===== config.mk =====
export PLATFORM = sky130hd
export DESIGN_NAME = pte_front
export DESIGN_NICKNAME = d
export VERILOG_FILES = /design/src/hw/rtl/posting_token_varint_encoder_macros.svh /design/src/hw/rtl/pte_pkg.sv /design/src/hw/rtl/pte_front.sv
export SDC_FILE = /design/constraint.sdc
export NUM_CORES = 1
export LEC_CHECK = 0
export BUFFER_PORTS_ARGS = -buffer_cell sky130_fd_sc_hd__buf_2
export CAP_MARGIN = 5
export CORE_MARGIN = 10
export CORE_UTILIZATION = 52
export DETAILED_ROUTE_END_ITERATION = 10
export GPL_ROUTABILITY_DRIVEN = 0
export PLACE_DENSITY = 0.86
export SYNTH_ARGS = -nofsm -noshare
export SYNTH_HDL_FRONTEND = slang
export SYNTH_SLANG_ARGS = --single-unit

===== constraint.sdc =====
create_clock -name clk_i -period 6.1 [get_ports clk_i]
set_clock_uncertainty 0.1 [all_clocks]
set_input_delay 0.915 -clock clk_i [delete_from_list [all_inputs] [get_ports clk_i]]
set_output_delay 0.915 -clock clk_i [all_outputs]
set_load 0.005 [all_outputs]

===== src/hw/rtl/posting_token_varint_encoder_macros.svh =====
// assertion macros used by the posting token encoder back end
`ifndef POSTING_TOKEN_VARINT_ENCODER_MACROS_SVH
`define POSTING_TOKEN_VARINT_ENCODER_MACROS_SVH

// concurrent check on a given clock, off while reset is low
`define PTE_ASSERT(lbl, clk, rst_n, prop, msg) \
  lbl: assert property (@(posedge clk) disable iff (!rst_n) prop) else $error(msg);

// same check on the usual clock and reset names
`define PTE_CHECK(lbl, prop, msg) \
  `PTE_ASSERT(lbl, clk_i, rst_ni, prop, msg)

`endif


===== src/hw/rtl/pte_pkg.sv =====
// shared types and constants of the posting token varint encoder
`default_nettype none

package pte_pkg;

  localparam int VOCAB_DEPTH = 4096;
  localparam int IDX_W       = $clog2(VOCAB_DEPTH);

  localparam int TERM_W  = 12;
  localparam int DOC_W   = 32;
  localparam int POS_W   = 32;
  localparam int LIVE_W  = 13;
  localparam int VOCAB_W = 13;
  localparam int CODE_W  = 8;
  localparam int SH_W    = POS_W + 1;

  localparam int CFG_W     = 13;
  localparam int CFG_IDX_W = 1;

  localparam logic [VOCAB_W-1:0] VOCAB_RESET = VOCAB_W'(4096);

  localparam int QDEPTH = 2;
  localparam int QPTR_W = (QDEPTH > 1) ? $clog2(QDEPTH) : 1;
  localparam int QCNT_W = $clog2(QDEPTH + 1);

  typedef enum logic [CFG_IDX_W-1:0] {
    CFG_POSITIONS = 1'b0,
    CFG_VOCAB     = 1'b1
  } cfg_idx_e;

  // classified token waiting between front and back
  typedef struct packed {
    logic [TERM_W-1:0] term;
    logic [DOC_W-1:0]  doc;
    logic [POS_W-1:0]  pos;
    logic              pos_en;
    logic              bad;
  } token_t;

  // one row of the per-term table
  typedef struct packed {
    logic             started;
    logic             in_order;
    logic [DOC_W-1:0] last_doc;
  } tbl_t;

  typedef struct packed {
    logic [TERM_W-1:0] out_term;
    logic [CODE_W-1:0] code_byte;
    logic              last_byte;
    logic              first_touch;
    logic              starts_doc;
    logic              out_of_order;
    logic              status;
    logic [LIVE_W-1:0] live_terms;
  } res_t;

endpackage

`default_nettype wire


===== src/hw/rtl/pte_front.sv =====
// input side: config registers, range check and the token queue
`default_nettype none

module pte_front (
  input  wire logic                          clk_i,
  input  wire logic                          rst_ni,
  input  wire logic                          push,
  output logic                               full,
  input  wire logic [pte_pkg::TERM_W-1:0]    term_id_i,
  input  wire logic [pte_pkg::DOC_W-1:0]     doc_id_i,
  input  wire logic [pte_pkg::POS_W-1:0]     token_pos_i,
  input  wire logic                          cfg_we_i,
  input  wire logic [pte_pkg::CFG_IDX_W-1:0] cfg_idx_i,
  input  wire logic [pte_pkg::CFG_W-1:0]     cfg_data_i,
  input  wire logic                          clr_busy_i,
  output logic                               q_valid_o,
  output pte_pkg::token_t                    q_head_o,
  input  wire logic                          deq_i
);
  import pte_pkg::*;

  logic               pos_en_q;
  logic [VOCAB_W-1:0] vocab_q;

  token_t             fifo_q [QDEPTH];
  logic [QPTR_W-1:0]  wr_ptr_q, wr_ptr_d;
  logic [QPTR_W-1:0]  rd_ptr_q, rd_ptr_d;
  logic [QCNT_W-1:0]  cnt_q, cnt_d;

  logic   enq;
  logic   deq;
  token_t tok;

  always_ff @(posedge clk_i or negedge rst_ni) begin
    if (!rst_ni) begin
      pos_en_q <= 1'b1;
      vocab_q  <= VOCAB_RESET;
    end else if (cfg_we_i) begin
      case (cfg_idx_i)
        CFG_POSITIONS: pos_en_q <= cfg_data_i[0];
        CFG_VOCAB:     vocab_q  <= cfg_data_i[VOCAB_W-1:0];
        default: ;
      endcase
    end
  end

  always_comb begin
    tok.term   = term_id_i;
    tok.doc    = doc_id_i;
    tok.pos    = token_pos_i;
    tok.pos_en = pos_en_q;
    tok.bad    = (VOCAB_W'(term_id_i) >= vocab_q) || (32'(term_id_i) >= 32'(VOCAB_DEPTH));
  end

  // no items while the term table is being cleared
  assign full      = (cnt_q == QCNT_W'(QDEPTH)) || clr_busy_i;
  assign enq       = push && !full;
  assign q_valid_o = (cnt_q != '0);
  assign deq       = deq_i && q_valid_o;
  assign q_head_o  = fifo_q[rd_ptr_q];

  always_comb begin
    wr_ptr_d = wr_ptr_q;
    rd_ptr_d = rd_ptr_q;
    cnt_d    = cnt_q;
    if (enq) begin
      wr_ptr_d = (wr_ptr_q == QPTR_W'(QDEPTH - 1)) ? '0 : wr_ptr_q + 1'b1;
    end
    if (deq) begin
      rd_ptr_d = (rd_ptr_q == QPTR_W'(QDEPTH - 1)) ? '0 : rd_ptr_q + 1'b1;
    end
    if (enq && !deq) begin
      cnt_d = cnt_q + 1'b1;
    end else if (deq && !enq) begin
      cnt_d = cnt_q - 1'b1;
    end
  end

  always_ff @(posedge clk_i or negedge rst_ni) begin
    if (!rst_ni) begin
      wr_ptr_q <= '0;
      rd_ptr_q <= '0;
      cnt_q    <= '0;
    end else begin
      wr_ptr_q <= wr_ptr_d;
      rd_ptr_q <= rd_ptr_d;
      cnt_q    <= cnt_d;
    end
  end

  always_ff @(posedge clk_i) begin
    if (enq) begin
      fifo_q[wr_ptr_q] <= tok;
    end
  end

endmodule

`default_nettype wire


* After elaboration in Yosys (flattened, before gate mapping) *
Memory sizes are Yosys's and may differ from the RTL's.
Cells that the tools add are included.

word-level totals
  input port bits = 96
  memories = 1
  memory bits (writable) = 156
  bits in latches = 0
  output and inout port bits = 80
  ROM bits = 0
  register bits = 18

cells by class
  reduce and logical (&&, ||, !) cells = 12
  equality and inequality tests = 1
  multiply operators = 0
  shift operators = 0
  multiplexer cells = 6
  bitwise operators = 1
  $lt $le $gt $ge = 1
  div/mod/pow operators = 0
  add/sub/neg operators = 4

memory list
  memory  depth  width  read ports  clocked after Yosys merged registers in  wr ports  line             text
  fifo_q  2      78     1           0                                        1         pte_front.sv:25  token_t fifo_q [QDEPTH];

operator list
  kind                   number
  $ge A12 B13 Y1         1
  $logic_and A1 B1 Y1    4
  $mux W1                4
  $mux W2                2
  $reduce_and A2 Y1      2
  $reduce_bool A2 Y1     2
  $logic_not A1 Y1       3
  $add A1 B1 Y1 const B  2
  $add A2 B1 Y2 const B  1
  $eq A2 B2 Y1 const B   1
  $sub A2 B1 Y2 const B  1
  $logic_or A1 B1 Y1     1
  $not A1 Y1             1

* Longest topological paths before layout *
  depth in word-level cells = 8
  depth in mapped cells = 8
  mapped depth without buffers = 8

* Worst setup path before layout *
Ideal clock, no wire load.

  path kind = input to register
  start point = input clr_busy_i
  end point = memory fifo_q[0][0] (netlist name) (enable)
  path slack = 1019 ps
  setup time = 515 ps
  arrival = 4466 ps
  cell stages on the path = 3
  cell sequence = a21oi_1 nand2_1 nor2_1

between the ends
  longest elaborated chain between the ends = 5

ends and longest elaborated chain
  what                           line             text
  from (decl)                    pte_front.sv:15  input wire logic clr_busy_i,
  $logic_or A1 B1 Y1             pte_front.sv:56  assign full = (cnt_q == QCNT_W'(QDEPTH)) || clr_busy_i;
  $logic_not A1 Y1               pte_front.sv:57  assign enq = push && !full;
  $logic_and A1 B1 Y1            pte_front.sv:57
  $mux W1                        pte_front.sv:92  if (enq) begin
  $mux W1 (implied by the code)  pte_front.sv:93  fifo_q[wr_ptr_q] <= tok;
  to (decl)                      pte_front.sv:25

Every way passes these cells.

==> out/summary.log <==
qor: routing.drt_drc_violations_left 0
qor: layout.post_route_cells_drive_above_1_share 56.8%
qor: cts.cts.reportedPaths.clkPinSlew 0.07 ns
qor: worst_setup_path.timing.critical_path.required 5.08 ns
qor: timing.finalSetupViolations 0
qor: floorplan.placementRows 41
qor: routing.avgRoutedWirePerCell 18.3 um
qor: routing.drt_wl_total 12,900 um
qor: worst_setup_path.path_class flop to output pin
qor: timing.headroom_to_the_max_slew_limit 26.2%
qor: timing.fin_crit_sh 52.5%
qor: cts.cts_hold_buffers 0
qor: synthesis.ys_ff_latch 174
qor: synthesis.mapped_area 6690 um2
qor: worst_setup_path.critical_path.cell_chain mux2_2 -> buf_2
qor: cts.clock_sink_count 174
qor: timing.setup_total_negative_slack 0 ns
qor: global_routing.largest_net_degree_at_the_start_of_global_routing 80
qor: synthesis.synthCells 337
qor: cts.clk_latency 0.42 ns
qor: pwr.design_power_total 0.00339 W
qor: synthesis.synth_area_per_cell 19.8 um2
qor: worst_setup_path.critical_path.max_stage_delay 1.14 ns
qor: cts.setup_fix_buffers_added_after_clock_tree_synthesis 0
qor: floorplan.io_pins 176
qor: place.placedInstanceArea 7730 um2
qor: synthesis.synth_top_area_cell sky130_fd_sc_hd__edfxtp_1
qor: timing.finalCriticalPeriod 3.20 ns
qor: synthesis.netlist-cell-type-count 24
qor: synthesis.mappedNetlistNets 446
qor: pwr.power_density 408 nW/um2
qor: place.io_buffer_count 175
qor: worst_setup_path.crit_family flip-flops
qor: synthesis.synth_sequential_area_ratio 76.8%
qor: cts.cts.htree.levels 4
qor: pwr.static-leakage-power 3.27 nW
qor: worst_setup_path.timing.critical_path.slowest_stage_cell sky130_fd_sc_hd__dfrtp_4
qor: cts.cts.root.buffer_cell sky130_fd_sc_hd__clkbuf_16
qor: synthesis.synth.top_cells.by_count sky130_fd_sc_hd__edfxtp_1 (156), sky130_fd_sc_hd__mux2_2 (82), sky130_fd_sc_hd__dfrtp_1 (16), sky130_fd_sc_hd__inv_1 (16), sky130_fd_sc_hd__ha_1 (13)
qor: cts.cts_made_buffers 17
qor: layout.design.final.nets 631
qor: floorplan.fp.dieArea 17,800 um2
qor: routing.num_vias 3,543
qor: worst_setup_path.timing.critical_path.fanout_max 79
qor: synthesis.netlist_top_cells_area sky130_fd_sc_hd__edfxtp_1 (70%), sky130_fd_sc_hd__mux2_2 (14%), sky130_fd_sc_hd__dfrtp_1 (6.0%)
qor: global_routing.first_global_vias 3,923
qor: min_path.worstHoldPathType primary input to asynchronous set/reset pin
qor: synthesis.commonest_register_cell_after_synthesis sky130_fd_sc_hd__edfxtp_1
qor: routing.post_drt_via_cell_ratio 5.00
qor: synthesis.synth_edf_count 156
qor: routing.number_of_detailed_routing_iterations_run_before_antenna_repair 4
qor: global_routing.grtUsageTotal 14.6%
qor: worst_setup_path.crit_path_end_kind output pin
qor: run.drv_cap 0
qor: global_routing.number_of_antenna_violations_at_the_first_check_in_global_routing 1
qor: pwr.vdd.ir_drop.worst 265 uV
qor: timing.timing_hold_violations_final 0
qor: timing.achievable-frequency 312 MHz
qor: status.result_of_the_run finished, final reports clean
qor: routing.initial_drt_markers 208
qor: timing.worst_slew_pin_slew 1.11 ns
qor: worst_setup_path.number_of_buffers_and_inverters_on_the_critical_path 1
qor: synthesis.ys_async_sr_fraction 10.3%
qor: layout.area_delta_synth_final 24.2%
qor: place.hpwlAfterDp 9150 um
qor: layout.postLayoutCellArea 8310 um2
qor: floorplan.fp.coreArea 12,600 um2
qor: timing.rsz0062_at_grt false
qor: floorplan.initial_core_util 53.0%
qor: synthesis.synthDominantCellAreaShare 70.0%
qor: synthesis.yosysMostFrequentCell sky130_fd_sc_hd__edfxtp_1
qor: cts.clk_path_buf_depth 2
qor: worst_setup_path.cp.arrival 2.19 ns
qor: cts.cts_repair_resize_count 0
qor: floorplan.die_outline_width 133 um
qor: worst_setup_path.setup.worst_path.start_class flop
qor: synthesis.synthesis.yosys.warnings 0
qor: routing.residual_antenna_violating_net_count_after_detailed_routing 0
qor: global_routing.global_route.overflow_total 0
qor: cts.tritoncts built
qor: global_routing.grt_pass1_wl 20,400 um
qor: timing.drv_slew 0
qor: floorplan.dieHeight 133 um
-- cell type report --
type                    instances  area [um2]
multi-input cells             137        1430
clock buffers                  19         433
inverters                      16        60.1
clock inverters                13         140
well taps                     172         215
flip-flops and latches        174        5140
diodes                          1        2.50
fillers                       887        4310
repair buffers                176         883
-- registers in the layout, indices dropped and copies added, names as in the netlist --
signal / flops
rd_ptr_q: 1
fifo_q: 156
cnt_q: 2
vocab_q: 13
wr_ptr_q: 1
pos_en_q: 1
-- path summary, 6_finish.rpt --
kind / startpoint / to / slack [ns] / cells after the start
setup / recovery: rd_ptr_q / q_head_o[37] / 2.90 / 2
hold / removal: rst_ni / vocab_q[4] / 0.31 / 1
setup reg to reg: cnt_q[0] / fifo_q[0][33] / 3.32 / 5
hold reg to reg: cnt_q[1] / cnt_q[1] / 0.39 / 1
max in group asynchronous: rst_ni / vocab_q[12] / 5.27 / 1
min in group clk_i: cnt_q[1] / cnt_q[1] / 0.39 / 1
-- logic make-up after synthesis --
logic type	after synthesis	share of synthesized area [%]
DFF	174	76.8
muxes	92	16.1
buffers and inverters	26	1.93
and+or+nand+nor	16	1.16
adders and majority gates	13	2.43
AOI/OAI and AO/OA	11	0.954
xor gates and xnor gates	5	0.655
-- power by group --
part	internal, W	total [W]	switching (W)
logic	0.000427	0.000724	0.000297
registers	0.00148	0.00163	0.000150
clock network	0.000603	0.00103	0.000430
total	0.00251	0.00339	0.000878
-- stage by stage --
step | std cells | utilization [%] | setup slack (ns) | hold slack, ns
6_report | 708 | 65.8 | 2.90 | 0.312
4_1_cts | 707 | 65.8 | 2.88 | 0.304
3_3_place_gp | 675 | 61.3 | 2.80 | 0.372
2_1_floorplan | 337 | - | 1.02 | 0.355
5_1_grt | 707 | 65.8 | 2.81 | 0.317
3_5_place_dp | 675 | 61.3 | 2.73 | 0.377
-- layer usage --
layer / wire [um] / up-vias / track usage [%] / part of all wire, %
met5: 0 / - / 0 / 0
met4: 188 / 0 / 6.17 / 1.5
met3: 1030 / 17 / 6.35 / 7.9
met2: 6660 / 122 / 24.6 / 51
met1: 5070 / 1734 / 15.7 / 39
li1: - / 1670 / - / -
-- placed cells by master (no fill, tap or decap), drive strengths merged, types with 2 or more instances in the layout --
cell type | netlist | final
dfrtp | 16 | 16
xnor2 | 3 | 3
bufinv | 0 | 2
o21ai | 2 | 2
a21oi | 6 | 6
edfxtp | 156 | 156
nand2 | 7 | 7
dfstp | 2 | 2
mux2 | 92 | 92
nor2 | 3 | 3
inv | 16 | 18
buf | 10 | 176
xor2 | 2 | 2
clkbuf | 0 | 19
clkinv | 0 | 5
clkinvlp | 0 | 4
ha | 13 | 13
No activity file was read; power rests on OpenSTA's default activity.
